===== config.mk =====
export PLATFORM = sky130hd
export DESIGN_NAME = pru_queue
export DESIGN_NICKNAME = d
export VERILOG_FILES = /design/src/rtl/core/pru_queue.sv
export SDC_FILE = /design/constraint.sdc
export NUM_CORES = 1
export LEC_CHECK = 0
export ABC_AREA = 1
export BUFFER_PORTS_ARGS = -buffer_cell sky130_fd_sc_hd__clkbuf_2
export CORE_MARGIN = 2
export CORE_UTILIZATION = 45
export DETAILED_ROUTE_END_ITERATION = 8
export GPL_ROUTABILITY_DRIVEN = 0
export SYNTH_ARGS = -nofsm -noshare
export SYNTH_HDL_FRONTEND = slang
export SYNTH_SLANG_ARGS = --single-unit

===== constraint.sdc =====
create_clock -name clk -period 5.25 [get_ports clk]
set_clock_uncertainty 0.1 [all_clocks]
set_input_delay 0 -clock clk [delete_from_list [all_inputs] [get_ports clk]]
set_output_delay 0 -clock clk [all_outputs]
set_load 0.03 [all_outputs]

===== src/rtl/core/pru_queue.sv =====
// ----------------------------------------------------------------------------
// pru_queue
// Small first-in first-out queue of work entries between front and back.
// ----------------------------------------------------------------------------
module pru_queue #(
	parameter int W     = 64,
	parameter int DEPTH = 4
) (
	input  logic         clk,
	input  logic         arst_n,
	input  logic         push,
	input  logic [W-1:0] push_data,
	output logic         full,
	input  logic         pop,
	output logic [W-1:0] pop_data,
	output logic         empty
);

	localparam int PTRW = (DEPTH > 1) ? $clog2(DEPTH) : 1;
	localparam int CNTW = $clog2(DEPTH + 1);

	logic [W-1:0]    mem_q [DEPTH];
	logic [PTRW-1:0] wr_ptr_q;
	logic [PTRW-1:0] rd_ptr_q;
	logic [CNTW-1:0] cnt_q;
	logic            do_push;
	logic            do_pop;

	assign full     = (cnt_q == CNTW'(DEPTH));
	assign empty    = (cnt_q == '0);
	assign do_push  = push && !full;
	assign do_pop   = pop && !empty;
	assign pop_data = mem_q[rd_ptr_q];

	always_ff @(posedge clk) begin
		if (do_push) begin
			mem_q[wr_ptr_q] <= push_data;
		end
	end

	always_ff @(posedge clk or negedge arst_n) begin
		if (!arst_n) begin
			wr_ptr_q <= '0;
			rd_ptr_q <= '0;
			cnt_q    <= '0;
		end else begin
			if (do_push) begin
				wr_ptr_q <= (wr_ptr_q == PTRW'(DEPTH - 1)) ? '0 : wr_ptr_q + PTRW'(1);
			end
			if (do_pop) begin
				rd_ptr_q <= (rd_ptr_q == PTRW'(DEPTH - 1)) ? '0 : rd_ptr_q + PTRW'(1);
			end
			if (do_push && !do_pop) begin
				cnt_q <= cnt_q + CNTW'(1);
			end else if (do_pop && !do_push) begin
				cnt_q <= cnt_q - CNTW'(1);
			end
		end
	end

endmodule


==> summary.txt, run 1 <==
Run status
  • Status: finished clean

CTS
  • H-tree depth: 1
  • CTS max path bufs: 3
  • Clk slew on worst S/H paths: 60 ps
  • Setup Buffers After CTS: 0
  • CTS Sinks: roughly 260
  • Root Driver: clkbuf_16
  • Resized cells post-CTS: 0
  • TritonCTS buffer count: 27
  • CTS tree: built
  • Skew-Pair Late Insertion Delay: roughly 530 ps
  • Hold-fix buffers, CTS: 68

Floorplanning
  • Initial core utilization: a little under half
  • I/O pin count: 134
  • Die area: 25000 sq um
  • Die W: 158 um
  • Chip Height: 158 um
  • Core box area: 23400 sq um
  • Row cnt: 56

Route
  • Post-DRT Antenna Nets: 0
  • WL final: 20400 um
  • Via/cell ratio: 4.77
  • Drt drc: 0
  • DRT iter0 DRCs: 402
  • Routed length per instance: 15.2 um
  • First-pass detailed-route iteration total: 4
  • Via count: 6408

STA
  • Relative slew slack: 20.2%
  • Final-report max-slew violation count: 0
  • Fmax achieved: 332 MHz
  • Unrepaired setup endpoints after global routing: false
  • Final period utilization: a little under three fifths
  • Final hold vios: 0
  • Final hold slack: 139 ps
  • Worst slew pin tran: 1200 ps
  • Final min period: 3010 ps
  • Setup TNS Final: 0 ps
  • Final Setup Violations: 0

Power and ir drop
  • Pwr Total: 0.00770 W
  • Pwr/cell area: 588 nW/um^2
  • LEAKAGE: 5.25 nW
  • Peak supply drop: 0.000356 V

Global route
  • First-pass GRT wire length: 31400 um
  • Grt ovf: 0
  • Initial antenna violation count: 1
  • Vias in the first global route: 6120
  • Gr usage total: 16.3%
  • Pin count of the biggest net entering global routing: 140

Run
  • Number of max-cap violations: 0

Synthesis
  • Sequential fraction of the synthesis area: 73.5%
  • Syn. warnings: 0
  • Mapped Cells: about 810
  • Register bit total from synthesis: 263
  • Syn_nets: 882
  • Mapped Area: about 11000 sq um
  • Synth Area per Inst: between 10 and 15 sq um
  • Synth cell types: 18

Setup path
  • Buffers & Inverters on Critical Path: 2
  • R2R Path End: mem_q[0][11]
  • Crit-path cells: buf_12 > nand2_1 > o211ai_1 > nand2_1 > clkbuf_2
  • Peak fanout along the critical path: approximately 140
  • Element type at the critical path start: flip-flop
  • Slowest cell delay on critical path: 1160 ps
  • Setup crit end kind: primary output
  • Critical Setup Path Class: reg -> out
  • Critical path's most frequent cell: nand2_1
  • R2r setup slk: 2440 ps
  • CP required: 5150 ps
  • Critical Path AT: 2910 ps
  • R2R cell count: 5
  • Slowest CP cell: dfrtp_4
  • R2R Path Start: cnt_q[0]
  • Crit path max-delay family: flip-flops

Finish
  • Area of the multi-input gates: 1950 sq um
  • Share of layout cells above drive strength 1: 18.3%
  • Layout net count: between 1000 and 1500
  • Post-Layout Cell Count: about 1300
  • Fin area: approximately 13000 sq um
  • Layout area overhead: 22.4%
  • Fill cell count: 1894
  • Reg area: 7870 sq um

Hold path
  • Hold path depth: 2
  • Hold Crit Class: in -> reg
  • Hold Startpoint: push_data[22]
  • Hold path endpoint: mem_q[1][22]

Place
  • Hpwl dp: 11500 um
  • DP Area: 11500 sq um
  • IO Port Bufs: 133
  • Number of cells after detailed placement: ~1200
## stage by stage
step / setup WS [ps] / util [%]
floorplan: 1260 / -
global placement: 2430 / 49.1
detailed placement: 2370 / 49.1
CTS: 2230 / 55.9
global route: 2000 / 56.0
finish: 2240 / 56.0
## worst max path at each step
stage | cells past startpoint | startpoint | slack, ps | end
2_1_floorplan | 4 | cnt_q[0] | 1260 | mem_q[0][0]
3_3_place_gp | 5 | cnt_q[0] | 2430 | mem_q[0][11]
3_5_place_dp | 5 | cnt_q[0] | 2370 | mem_q[0][11]
4_1_cts | 4 | rd_ptr_q[0] | 2230 | pop_data[33]
5_1_grt | 5 | rd_ptr_q[0] | 2000 | pop_data[33]
6_report | 5 | rd_ptr_q[0] | 2240 | pop_data[23]
## sequential cells by signal (all words and copies together) (netlist names)
signal    cells
wr_ptr_q      2
cnt_q         3
rd_ptr_q      2
mem_q       256
## synthesized netlist by cell type (all sizes together)
cell | n | area [sq um]
clkbuf | 1 | 3.75
nand3 | 7 | 35.0
o211ai | 128 | 966
nand4 | 1 | 6.26
nand2 | 207 | 777
fa | 1 | 20.0
buf | 41 | 380
dfrtp | 7 | 175
edfxtp | 256 | 7690
inv | 144 | 541
nor2 | 6 | 22.5
o21ai | 1 | 5.00
ha | 6 | 75.1
xnor2 | 1 | 8.76
## logic make-up (layout without fill, tap and decap cells)
kind of cell | after synthesis | count (layout) | share of synthesized area, %
buffers and inverters | 186 | 401 | 8.64
other | 0 | 1 | 0
AOI/OAI and AO/OA | 129 | 129 | 9.07
and+or+nand+nor | 221 | 221 | 7.86
DFF | 263 | 263 | 73.5
adders and majority gates | 7 | 7 | 0.888
xor gates and xnor gates | 1 | 1 | 0.0818
## area by class of cell
type	count	area share, %
sequential	263	60.1
clock inverter	17	1.79
timing repair buffer	208	10.8
multi-input combinational	358	14.9
clock buffer	32	5.30
tap	319	3.05
inverter	144	4.13
antenna	1	0.0191
## worst register-to-register path, stage by stage (launching register included)
cell,delay (ps)
dfrtp_1,400
inv_1,70
nand3_1,120
nand2_1,300
nor2_4,840
buf_4,600
## report_power, final
part	internal (W)	switching, W
sequential	0.00276	0.000217
combinational	0.000747	0.00199
clock	0.00123	0.000752
total	0.00474	0.00296
## layer usage
layer	global-route usage, %	share of wire [%]
met1	21.1	44
met2	28.1	48
met3	2.87	4.8
met4	5.28	2.8
met5	0	0
## cell usage in the layout (no fill, tap or decap)
| cell type | count |
|---|---|
| o211ai_1 | 127 |
| buf_12 | 1 |
| o211ai_2 | 1 |
| nor2_4 | 4 |
| clkinv_2 | 4 |
| xnor2_1 | 1 |
| dlygate4sd3_1 | 68 |
| clkbuf_16 | 27 |
| fa_1 | 1 |
| clkbuf_2 | 133 |
| clkbuf_1 | 5 |
| o21ai_0 | 1 |
| nand3_1 | 7 |
| dfrtp_4 | 1 |
| nand4_1 | 1 |
| buf_4 | 6 |
| clkinvlp_4 | 2 |
| nand2_1 | 207 |
| diode_2 | 1 |
| clkinv_1 | 5 |
| nor2_1 | 2 |
| inv_2 | 1 |
| ha_1 | 6 |
| bufinv_16 | 6 |
| dfrtp_2 | 1 |
| inv_1 | 143 |
| edfxtp_1 | 256 |
| dfrtp_1 | 5 |
No activity file was read; power rests on OpenSTA's default activity.
==> run 2, diff against run 1 <==
Settings changed: PLACE_DENSITY from default to 0.67.
Clock period 5.25 ns to 2.7 ns, I/O delays scaled along.
==> run 2 against run 1 <==
- clock power grew 60%
- critical path type is now reg -> reg
- largest cell class unchanged
- clock-buffer cell count grew 6
- register-to-register slack lost 2000 ps
- global-route usage grew 0.20 points
- sequential power grew 89%
- utilization shrank 0.22 points
- sequential share of layout area grew 0.24 points
- combinational power grew 110%
==> summary.txt, run 2 (synthesis gave the netlist of run 1 again) <==
Run status
  • Status: finished clean

Setup path
  • Critical Path AT: around 2500 ps
  • Peak fanout along the critical path: 7
  • Slowest CP cell: dfrtp_1
  • R2R Path End: cnt_q[2]
  • Element type at the critical path start: flip-flop
  • CP required: 3010 ps
  • Critical Setup Path Class: reg -> reg
  • Crit-path cells: inv_1 > nand3_1 > nand2_1 > inv_1 > ha_1 > inv_1 > fa_1 > nand2_1 > nand3_1 > nand2_1 > nand2_1
  • Critical path's most frequent cell: nand2_1
  • R2R Path Start: cnt_q[0]
  • R2R cell count: 11
  • Slowest cell delay on critical path: 420 ps
  • R2r setup slk: 490 ps
  • Setup crit end kind: flip-flop

Floorplanning
  • Core box area: between 20000 and 25000 sq um
  • Row cnt: 56
  • I/O pin count: 134
  • Chip Height: 158 um
  • Die W: roughly 160 um
  • Die area: between 20000 and 30000 sq um
  • Initial core utilization: 45.7%

CTS
  • CTS tree: built
  • CTS max path bufs: 3
  • Setup Buffers After CTS: 0
  • Skew-Pair Late Insertion Delay: 510 ps
  • Root Driver: clkbuf_16
  • Resized cells post-CTS: 0
  • H-tree depth: 1
  • CTS Sinks: 263
  • Hold-fix buffers, CTS: 68
  • TritonCTS buffer count: 27
  • Clk slew on worst S/H paths: 50 ps

STA
  • Final period utilization: 82.0%
  • Final-report max-slew violation count: 0
  • Unrepaired setup endpoints after global routing: false
  • Final hold vios: 0
  • Fmax achieved: 452 MHz
  • Worst slew pin tran: 508 ps
  • Final Setup Violations: 0
  • Final hold slack: 145 ps
  • Final min period: roughly 2200 ps
  • Setup ws final: 486 ps
  • Setup TNS Final: 0 ps
  • Relative slew slack: 66.1%

Power and ir drop
  • Pwr/cell area: 1110 nW/um^2
  • Clk pwr share: between 20% and 30%
  • Peak supply drop: 0.000835 V
  • P_int: a little under 0.009 W
  • Sw Ratio: 39.3%
  • Combinational Power Share: about 39%
  • P_sw: 0.00567 W
  • Sequential fraction of design power: 39.0%
  • Pwr Total: roughly 0.014 W
  • LEAKAGE: 5.23 nW

Finish
  • Most frequent cells in the layout: edfxtp_1 (256), nand2_1 (207), inv_1 (143)
  • Layout area overhead: 21.9%
  • Share of layout cells above drive strength 1: 18.0%
  • Largest regs: mem_q x256, cnt_q x3
  • Post-Layout Cell Count: 1345
  • Layout net count: 1085
  • Commonest non-fill, non-tap cell in the layout: edfxtp_1
  • Biggest register: mem_q
  • Largest register FFs: 256

Place
  • Pre-CTS WS: roughly 500 ps
  • Number of cells after detailed placement: 1232
  • IO Port Bufs: 133
  • Hpwl dp: 12100 um

Global route
  • Pin count of the biggest net entering global routing: 75
  • Initial antenna violation count: 1
  • Grt ovf: 0
  • Gr usage total: 16.5%
  • Vias in the first global route: 6352
  • First-pass GRT wire length: 32100 um

Route
  • Post-DRT Antenna Nets: 0
  • Drt drc: 0
  • First-pass detailed-route iteration total: 5
  • Via count: 6461
  • Routed length per instance: 15.2 um
  • WL final: 20400 um
  • DRT iter0 DRCs: 357
  • Via/cell ratio: 4.80

Run
  • Number of max-cap violations: 0

Hold path
  • Hold Startpoint: push_data[25]
  • Hold path depth: 2
  • Hold Crit Class: in -> reg
  • Hold path endpoint: mem_q[0][25]
## run 2: changes by cell type in the layout (fill, tap and decap cells not counted)
cell	previous run	this run
clkbuf_1	5	11
buf_4	6	8
buf_12	1	7
bufinv_16	6	0
clkinv_1	5	4
clkinvlp_4	2	0
clkinv_2	4	2
## run 2: power by group through the flow
stage	logic (W)	clock network [W]	registers [W]
4_1_cts	0.00575	0.00325	0.00564
5_1_grt	0.00621	0.00342	0.00571
6_report	0.00564	0.00318	0.00563
2_1_floorplan	0.00431	0	0.00563
3_3_place_gp	0.00558	0	0.00569
3_5_place_dp	0.00566	0	0.00572
## run 2: metrics by stage
stage | area (sq um) | util (%)
6_report | 13000 | 55.7
5_1_grt | 13000 | 55.7
4_1_cts | 13000 | 55.7
3_5_place_dp | 11600 | 49.6
3_3_place_gp | 11600 | 49.6
2_1_floorplan | 10700 | -
## run 2: layout make-up
type                    instances  area, sq um
inverters                     144          541
diodes                          1         2.50
clock buffers                  38          717
flip-flops and latches        263         7870
fillers                      1970        10400
clock inverters                 6         25.0
well taps                     319          399
repair buffers                216         1550
multi-input cells             358         1950
## run 2: worst max-delay path, delay by kind of cell, from the launching register on
| family | cells | cell delay (ps) |
|---|---|---|
| fa+ha+maj | 2 | 560 |
| simple gates | 6 | 750 |
| flops | 1 | 420 |
| buf+inv | 3 | 290 |
## run 2: how the worst max path moves through the flow
stage / startpoint / end / slack [ps] / cells after the start
3_3_place_gp: cnt_q[1] / cnt_q[1] / 560 / 9
2_1_floorplan: cnt_q[0] / mem_q[0][0] / -260 / 4
3_5_place_dp: cnt_q[0] / cnt_q[1] / 500 / 9
5_1_grt: cnt_q[0] / cnt_q[2] / 290 / 11
6_report: cnt_q[0] / cnt_q[2] / 490 / 11
4_1_cts: rd_ptr_q[0] / pop_data[58] / 490 / 5
## run 2: metal layers
layer,track usage (%),up-vias,part of all wire (%)
li1,-,3205,-
met1,21.0,3070,43
met2,29.2,157,51
met3,2.76,29,4.3
met4,4.89,0,2.2
met5,0,-,0
