===== config.mk =====
export PLATFORM = sky130hd
export DESIGN_NAME = pru_front
export DESIGN_NICKNAME = d
export VERILOG_FILES = /design/src/rtl/core/pru_pkg.sv /design/src/rtl/core/pru_front.sv
export SDC_FILE = /design/constraint.sdc
export NUM_CORES = 1
export LEC_CHECK = 0
export BUFFER_PORTS_ARGS = -buffer_cell sky130_fd_sc_hd__buf_2
export CORE_MARGIN = 2
export CORE_UTILIZATION = 49
export DETAILED_ROUTE_END_ITERATION = 7
export PLACE_DENSITY = 0.89
export SETUP_SLACK_MARGIN = 0.5
export SYNTH_ARGS = -nofsm -noshare
export SYNTH_HDL_FRONTEND = slang
export SYNTH_SLANG_ARGS = --single-unit

===== constraint.sdc =====
create_clock -name clk -period 6.95 [get_ports clk]
set_clock_uncertainty 0.15 [all_clocks]
set_input_delay 1.0425 -clock clk [delete_from_list [all_inputs] [get_ports clk]]
set_output_delay 1.0425 -clock clk [all_outputs]
set_load 0.01 [all_outputs]

===== src/rtl/core/pru_pkg.sv =====
// ----------------------------------------------------------------------------
// pru_pkg
// Shared types and constants of the pixel replication upscaler.
// ----------------------------------------------------------------------------
package pru_pkg;

	localparam int CHAN_W      = 8;
	localparam int PAD_W       = 2;
	localparam int APB_AW      = 3;
	localparam int APB_DW      = 32;
	localparam int SCALE_REG_W = 5;
	localparam int WIDTH_REG_W = 11;
	localparam int QUEUE_DEPTH = 4;

	localparam logic [SCALE_REG_W-1:0] SCALE_RESET = SCALE_REG_W'(1);
	localparam logic [WIDTH_REG_W-1:0] WIDTH_RESET = WIDTH_REG_W'(1);

	// Register index, taken from paddr[2].
	localparam logic REG_SCALE = 1'b0;
	localparam logic REG_WIDTH = 1'b1;

	// Input command codes.
	localparam logic CMD_PIXEL  = 1'b0;
	localparam logic CMD_REPLAY = 1'b1;

	typedef struct packed {
		logic [CHAN_W-1:0] red;
		logic [CHAN_W-1:0] green;
		logic [CHAN_W-1:0] blue;
	} pixel_t;

endpackage


===== src/rtl/core/pru_front.sv =====
// ----------------------------------------------------------------------------
// pru_front
// Configuration registers, input acceptance and command classification.
// Tracks the row position and pending replays and queues work entries.
// ----------------------------------------------------------------------------
module pru_front #(
	parameter int MAX_ROW_WIDTH = 1024,
	parameter int MAX_SCALE     = 16,
	parameter int EW            = 64
) (
	input  logic                                clk,
	input  logic                                arst_n,
	input  logic                                psel,
	input  logic                                penable,
	input  logic                                pwrite,
	input  logic [pru_pkg::APB_AW-1:0]          paddr,
	input  logic [pru_pkg::APB_DW-1:0]          pwdata,
	output logic [pru_pkg::APB_DW-1:0]          prdata,
	input  logic                                in_valid,
	output logic                                in_ready,
	input  logic                                cmd,
	input  logic [pru_pkg::CHAN_W-1:0]          in_blue,
	input  logic [pru_pkg::CHAN_W-1:0]          in_green,
	input  logic [pru_pkg::CHAN_W-1:0]          in_red,
	output logic                                q_push,
	output logic [EW-1:0]                       q_data,
	input  logic                                q_full
);

	localparam int AW = (MAX_ROW_WIDTH > 1) ? $clog2(MAX_ROW_WIDTH) : 1;
	localparam int WW = $clog2(MAX_ROW_WIDTH + 1);
	localparam int SW = $clog2(MAX_SCALE + 1);
	localparam int RW = (MAX_SCALE > 1) ? $clog2(MAX_SCALE) : 1;
	localparam int PW = (MAX_ROW_WIDTH * MAX_SCALE > 1) ?
		$clog2(MAX_ROW_WIDTH * MAX_SCALE) : 1;
	localparam int LW = $clog2(MAX_ROW_WIDTH * MAX_SCALE + 1);

	typedef struct packed {
		logic                        is_pix;
		logic                        div_en;
		logic                        row_end;
		logic [pru_pkg::PAD_W-1:0]   pad;
		logic [SW-1:0]               scale;
		logic [AW-1:0]               addr;
		logic [PW-1:0]               pos;
		pru_pkg::pixel_t             pix;
	} entry_t;

	logic [pru_pkg::SCALE_REG_W-1:0] scale_q;
	logic [pru_pkg::WIDTH_REG_W-1:0] width_q;
	logic [AW-1:0]                   col_q;
	logic [RW-1:0]                   rep_q;
	logic [PW-1:0]                   pos_q;

	logic [SW-1:0]             eff_s;
	logic [WW-1:0]             eff_w;
	logic [WW-1:0]             wm1;
	logic [LW-1:0]             out_len;
	logic [pru_pkg::PAD_W-1:0] pad;
	logic                      pix_end;
	logic                      rep_end;
	logic                      take;
	logic                      cfg_wr;
	entry_t                    ent;

	assign cfg_wr = psel && penable && pwrite;

	always_ff @(posedge clk or negedge arst_n) begin
		if (!arst_n) begin
			scale_q <= pru_pkg::SCALE_RESET;
			width_q <= pru_pkg::WIDTH_RESET;
		end else if (cfg_wr) begin
			case (paddr[2])
				pru_pkg::REG_SCALE: scale_q <= pwdata[pru_pkg::SCALE_REG_W-1:0];
				pru_pkg::REG_WIDTH: width_q <= pwdata[pru_pkg::WIDTH_REG_W-1:0];
				default: ;
			endcase
		end
	end

	always_comb begin
		case (paddr[2])
			pru_pkg::REG_SCALE: prdata = pru_pkg::APB_DW'(scale_q);
			pru_pkg::REG_WIDTH: prdata = pru_pkg::APB_DW'(width_q);
			default:            prdata = '0;
		endcase
	end

	always_comb begin
		if (scale_q == '0) begin
			eff_s = SW'(1);
		end else if (32'(scale_q) > MAX_SCALE) begin
			eff_s = SW'(MAX_SCALE);
		end else begin
			eff_s = SW'(scale_q);
		end
		if (width_q == '0) begin
			eff_w = WW'(1);
		end else if (32'(width_q) > MAX_ROW_WIDTH) begin
			eff_w = WW'(MAX_ROW_WIDTH);
		end else begin
			eff_w = WW'(width_q);
		end
	end

	assign wm1     = eff_w - WW'(1);
	assign out_len = LW'(LW'(eff_w) * LW'(eff_s));
	// Padding to a multiple of four bytes for 3-byte pixels is the length mod 4.
	assign pad     = pru_pkg::PAD_W'(out_len);
	assign pix_end = WW'(col_q) >= wm1;
	assign rep_end = LW'(pos_q) >= (out_len - LW'(1));

	always_comb begin
		ent       = '0;
		ent.scale = eff_s;
		if (cmd == pru_pkg::CMD_PIXEL) begin
			take            = (rep_q == '0);
			ent.is_pix      = 1'b1;
			ent.row_end     = pix_end;
			ent.pad         = pix_end ? pad : '0;
			ent.addr        = col_q;
			ent.pix.red     = in_red;
			ent.pix.green   = in_green;
			ent.pix.blue    = in_blue;
		end else begin
			take        = (rep_q != '0);
			ent.div_en  = !rep_end;
			ent.row_end = rep_end;
			ent.pad     = rep_end ? pad : '0;
			ent.addr    = rep_end ? AW'(wm1) : '0;
			ent.pos     = pos_q;
		end
	end

	assign in_ready = !q_full;
	assign q_push   = in_valid && in_ready && take;
	assign q_data   = ent;

	always_ff @(posedge clk or negedge arst_n) begin
		if (!arst_n) begin
			col_q <= '0;
			rep_q <= '0;
			pos_q <= '0;
		end else if (q_push) begin
			if (cmd == pru_pkg::CMD_PIXEL) begin
				if (pix_end) begin
					col_q <= '0;
					rep_q <= RW'(eff_s - SW'(1));
					pos_q <= '0;
				end else begin
					col_q <= col_q + AW'(1);
				end
			end else begin
				if (rep_end) begin
					pos_q <= '0;
					rep_q <= rep_q - RW'(1);
				end else begin
					pos_q <= pos_q + PW'(1);
				end
			end
		end
	end

endmodule


==> insert_results.sql <==
INSERT INTO impl_metrics (metric_group, metric, value, unit) VALUES
('synthesis', 'synth_area_per_cell', '8.36', 'um2'),
('timing', 'drv_slew', '0', ''),
('timing', 'setup_violations', '14', ''),
('placed_design', 'preCtsSetupSlack', '-138', 'ps'),
('synthesis', 'synth_top_area_share', '0.186', ''),
('timing', 'timing_hold_violations_final', '0', ''),
('power', 'ir_worst_vdd', '0.184', 'mV'),
('cells_and_area', 'multi_input_comb_area', '0.00443', 'mm2'),
('timing', 'finalWorstSetupSlack', '-422', 'ps'),
('synthesis', 'synth.yosys.warnings', '0', ''),
('clock_tree', 'cts_max_path_buffers', '2', ''),
('die', 'fp.dieArea', '0.0124', 'mm2'),
('synthesis', 'synth-async-reset-ratio', '1.00', ''),
('worst_setup_path', 'cp-end-kind', 'output pin', ''),
('grt', 'initial_antenna_violation_count', '0', ''),
('synthesis', 'synth.yosys.seq_area_share', '0.195', ''),
('cells_and_area', 'antenna-diode-count', '0', ''),
('clock_tree', 'ctsHtreeMaxLevel', '2', ''),
('worst_setup_path', 'timing.critical_path.from_type', 'flop', ''),
('synthesis', 'synth_most_common_cell', 'sky130_fd_sc_hd__nand2_1', ''),
('routing', 'drt.antenna.violating_nets', '0', ''),
('synthesis', 'ys_top_cells_by_area', 'sky130_fd_sc_hd__dfrtp_1 19%, sky130_fd_sc_hd__ha_1 12%, sky130_fd_sc_hd__fa_1 9.2%', ''),
('die', 'placementRows', '39', ''),
('die', 'die_y', '111', 'um'),
('placed_design', 'dpl-instance-area', '0.00692', 'mm2'),
('timing', 'grt_setup_unrepaired', 'yes', ''),
('routing', 'route.detailed.vias_per_inst', '5.52', ''),
('placed_design', 'placement.io_buffers', '114', ''),
('synthesis', 'netlist_top_cells_count', '60 x sky130_fd_sc_hd__nand2_1, 56 x sky130_fd_sc_hd__nor2_1, 52 x sky130_fd_sc_hd__ha_1, 46 x sky130_fd_sc_hd__inv_1, 42 x sky130_fd_sc_hd__dfrtp_1', ''),
('clock_tree', 'tritoncts', 'built', ''),
('routing', 'detail_route.iter0.violations', '495', ''),
('routing', 'dr_total_vias', '5444', ''),
('die', 'design.portCount', '165', ''),
('power', 'power.combinational.fraction', '0.708', ''),
('timing', 'relSlewSlack', '0.255', ''),
('routing', 'drtPass1Iterations', '5', ''),
('cells_and_area', 'fill_cells', '900', ''),
('routing', 'totalWireLength', '15100', 'um'),
('timing', 'fmax', '136', 'MHz'),
('synthesis', 'synth.distinct_cells', '72', ''),
('timing', 'finalWorstPathRequiredPeriod', '7370', 'ps'),
('timing', 'worstMarginPinSlew', '1120', 'ps'),
('outcome', 'run_status', 'finished with violations', ''),
('routing', 'routed_wire_length_per_instance', '15.3', 'um'),
('cells_and_area', 'syn_to_final_growth', '28.5', '%'),
('grt', 'grt.total_usage', '0.244', ''),
('synthesis', 'synth_cells', '677', ''),
('outcome', 'violated_checks', 'setup timing', ''),
('synthesis', 'synth_ff_type', 'sky130_fd_sc_hd__dfrtp_1', ''),
('synthesis', 'number_of_synthesized_flops_with_an_enable_pin', '0', ''),
('power', 'seqPwrFrac', '0.165', ''),
('grt', 'grt_start_max_net_pins', '59', ''),
('synthesis', 'synth-seq-cells', '44', ''),
('cells_and_area', 'sequential_cell_area', '0.00110', 'mm2'),
('worst_setup_path', 'cp_data_arrival_time', '6180', 'ps'),
('cells_and_area', 'post_route_cells_drive_above_1_share', '0.321', ''),
('job', 'max_cap_violations', '0', ''),
('grt', 'overflow', '0', ''),
('synthesis', 'post_synth_instance_area', '0.00566', 'mm2'),
('clock_tree', 'clk_pin_slew_worst_paths', '60', 'ps'),
('clock_tree', 'clock_sinks', '44', ''),
('synthesis', 'yosys.area.top_type', 'sky130_fd_sc_hd__dfrtp_1', ''),
('power', 'power_per_cell_area', '318', 'mW/mm2'),
('grt', 'grt_pass1_vias', '5437', ''),
('die', 'floorplan.core_area', '0.0113', 'mm2'),
('routing', 'residual_drc', '0', ''),
('placed_design', 'place.gp.congestion', '0.874', ''),
('min_path', 'hold_path.class', 'flop to flop', ''),
('clock_tree', 'cts_made_buffers', '5', ''),
('die', 'start_util', '0.500', ''),
('clock_tree', 'clk-insertion-delay-late', '290', 'ps');
worst paths after layout:
path,from,end,slack [ps],cells past startpoint
worst min-delay path,rep_q[2]$_DFFE_PN0P_,rep_q[2]$_DFFE_PN0P_,380,1
worst max-delay path,width_q[9]$_DFFE_PN0P_,q_data[40],-420,22
max in group asynchronous,arst_n,width_q[9]$_DFFE_PN0P_,5160,1
worst min register to register,rep_q[2]$_DFFE_PN0P_,rep_q[2]$_DFFE_PN0P_,380,1
worst max register to register,width_q[9]$_DFFE_PN0P_,rep_q[0]$_DFFE_PN0P_,530,24
min in group asynchronous,arst_n,pos_q[10]$_DFFE_PN0P_,780,1
state kept, by name, summed over array words and instances (netlist names):
signal / flops
pos_q: 14
width_q: 11
col_q: 10
scale_q: 5
rep_q: 4
repair_timing:
item	in CTS	in global routing
pin swaps	5	8
gates resized for setup	20	5
setup buffers	4	3
cloned	0	0
hold buffers	0	0
setup endpoints to repair	15	32
critical path, stage by stage (launching register included):
cell and delay [ps]:
sky130_fd_sc_hd__dfrtp_2 440, sky130_fd_sc_hd__nor4_4 290, sky130_fd_sc_hd__and3_4 220, sky130_fd_sc_hd__o211ai_1 130, sky130_fd_sc_hd__fa_1 540, sky130_fd_sc_hd__fa_1 440
sky130_fd_sc_hd__fa_1 530, sky130_fd_sc_hd__inv_2 50, sky130_fd_sc_hd__ha_4 180, sky130_fd_sc_hd__or2_4 240, sky130_fd_sc_hd__o2111a_1 220, sky130_fd_sc_hd__a311o_1 330
sky130_fd_sc_hd__nor3b_4 220, sky130_fd_sc_hd__and4b_1 270, sky130_fd_sc_hd__xnor2_1 140, sky130_fd_sc_hd__ha_1 270, sky130_fd_sc_hd__a2111o_1 490, sky130_fd_sc_hd__nor2_4 140
sky130_fd_sc_hd__a31oi_4 120, sky130_fd_sc_hd__buf_4 170, sky130_fd_sc_hd__o21a_4 130, sky130_fd_sc_hd__a22o_1 190, sky130_fd_sc_hd__buf_2 140
cell type report:
type,count,area share
multi-input cells,556,0.610
repair buffers,188,0.163
flip-flops and latches,44,0.152
inverters,47,0.0250
well taps,143,0.0246
clock buffers,7,0.0210
clock inverters,1,0.00413
through the flow:
stage	util	instances	power, uW	TNS, ps	hold slack, ps
after floorplan	-	703	1410	0	326
after global placement	0.611	971	1830	0	357
after detailed placement	0.611	971	1900	-1180	361
after CTS	0.637	983	2270	-4890	378
after global routing	0.642	986	2510	-9010	396
final	0.642	986	2310	-5210	384
power groups by stage:
stage	registers (uW)	logic (uW)	clock network, uW
after detailed placement	383	1520	0
after global routing	390	1820	303
after floorplan	366	1040	0
final	382	1640	292
after CTS	380	1590	294
after global placement	380	1450	0
cell usage in the layout, fill, tap and decap left out, types with 5 or more instances in the layout:
cell type,Yosys,final
sky130_fd_sc_hd__fa_1,26,26
sky130_fd_sc_hd__o31ai_4,0,6
sky130_fd_sc_hd__nor4_1,7,7
sky130_fd_sc_hd__clkbuf_16,0,5
sky130_fd_sc_hd__buf_6,0,9
sky130_fd_sc_hd__xnor2_1,29,29
sky130_fd_sc_hd__and2_1,29,28
sky130_fd_sc_hd__and3_1,9,8
sky130_fd_sc_hd__nor2_1,56,53
sky130_fd_sc_hd__mux2_2,21,21
sky130_fd_sc_hd__nand4_1,6,6
sky130_fd_sc_hd__nor2b_1,38,35
sky130_fd_sc_hd__o21a_1,8,7
sky130_fd_sc_hd__xor2_1,9,9
sky130_fd_sc_hd__conb_1,1,27
sky130_fd_sc_hd__a21o_1,5,5
sky130_fd_sc_hd__a21oi_1,18,18
sky130_fd_sc_hd__buf_2,7,109
sky130_fd_sc_hd__buf_4,28,69
sky130_fd_sc_hd__dfrtp_1,42,41
sky130_fd_sc_hd__ha_1,52,48
sky130_fd_sc_hd__inv_1,46,42
sky130_fd_sc_hd__o211ai_1,12,12
sky130_fd_sc_hd__o21ai_0,12,11
sky130_fd_sc_hd__nand3_1,24,24
sky130_fd_sc_hd__o21ai_1,7,6
sky130_fd_sc_hd__nand2_1,60,59
sky130_fd_sc_hd__nand2b_1,12,11
sky130_fd_sc_hd__nor3_1,11,9
kinds of logic (layout without fill, tap and decap cells):
logic type                 Yosys count  in the layout  synth area share
other                                1             27          0.000663
buffers and inverters              103            243            0.0885
xor gates and xnor gates            38             38            0.0588
muxes                               24             24            0.0480
AOI/OAI and AO/OA                  112            112             0.146
adders and majority gates           78             78             0.207
and+or+nand+nor                    277            277             0.256
DFF                                 44             44             0.195
per-layer routing:
metal	global-route usage	wire length [um]
met1	0.297	6160
met2	0.443	7680
met3	0.0408	879
met4	0.0733	388
met5	0	0
Note: power is estimated with default switching activity, not from simulation.
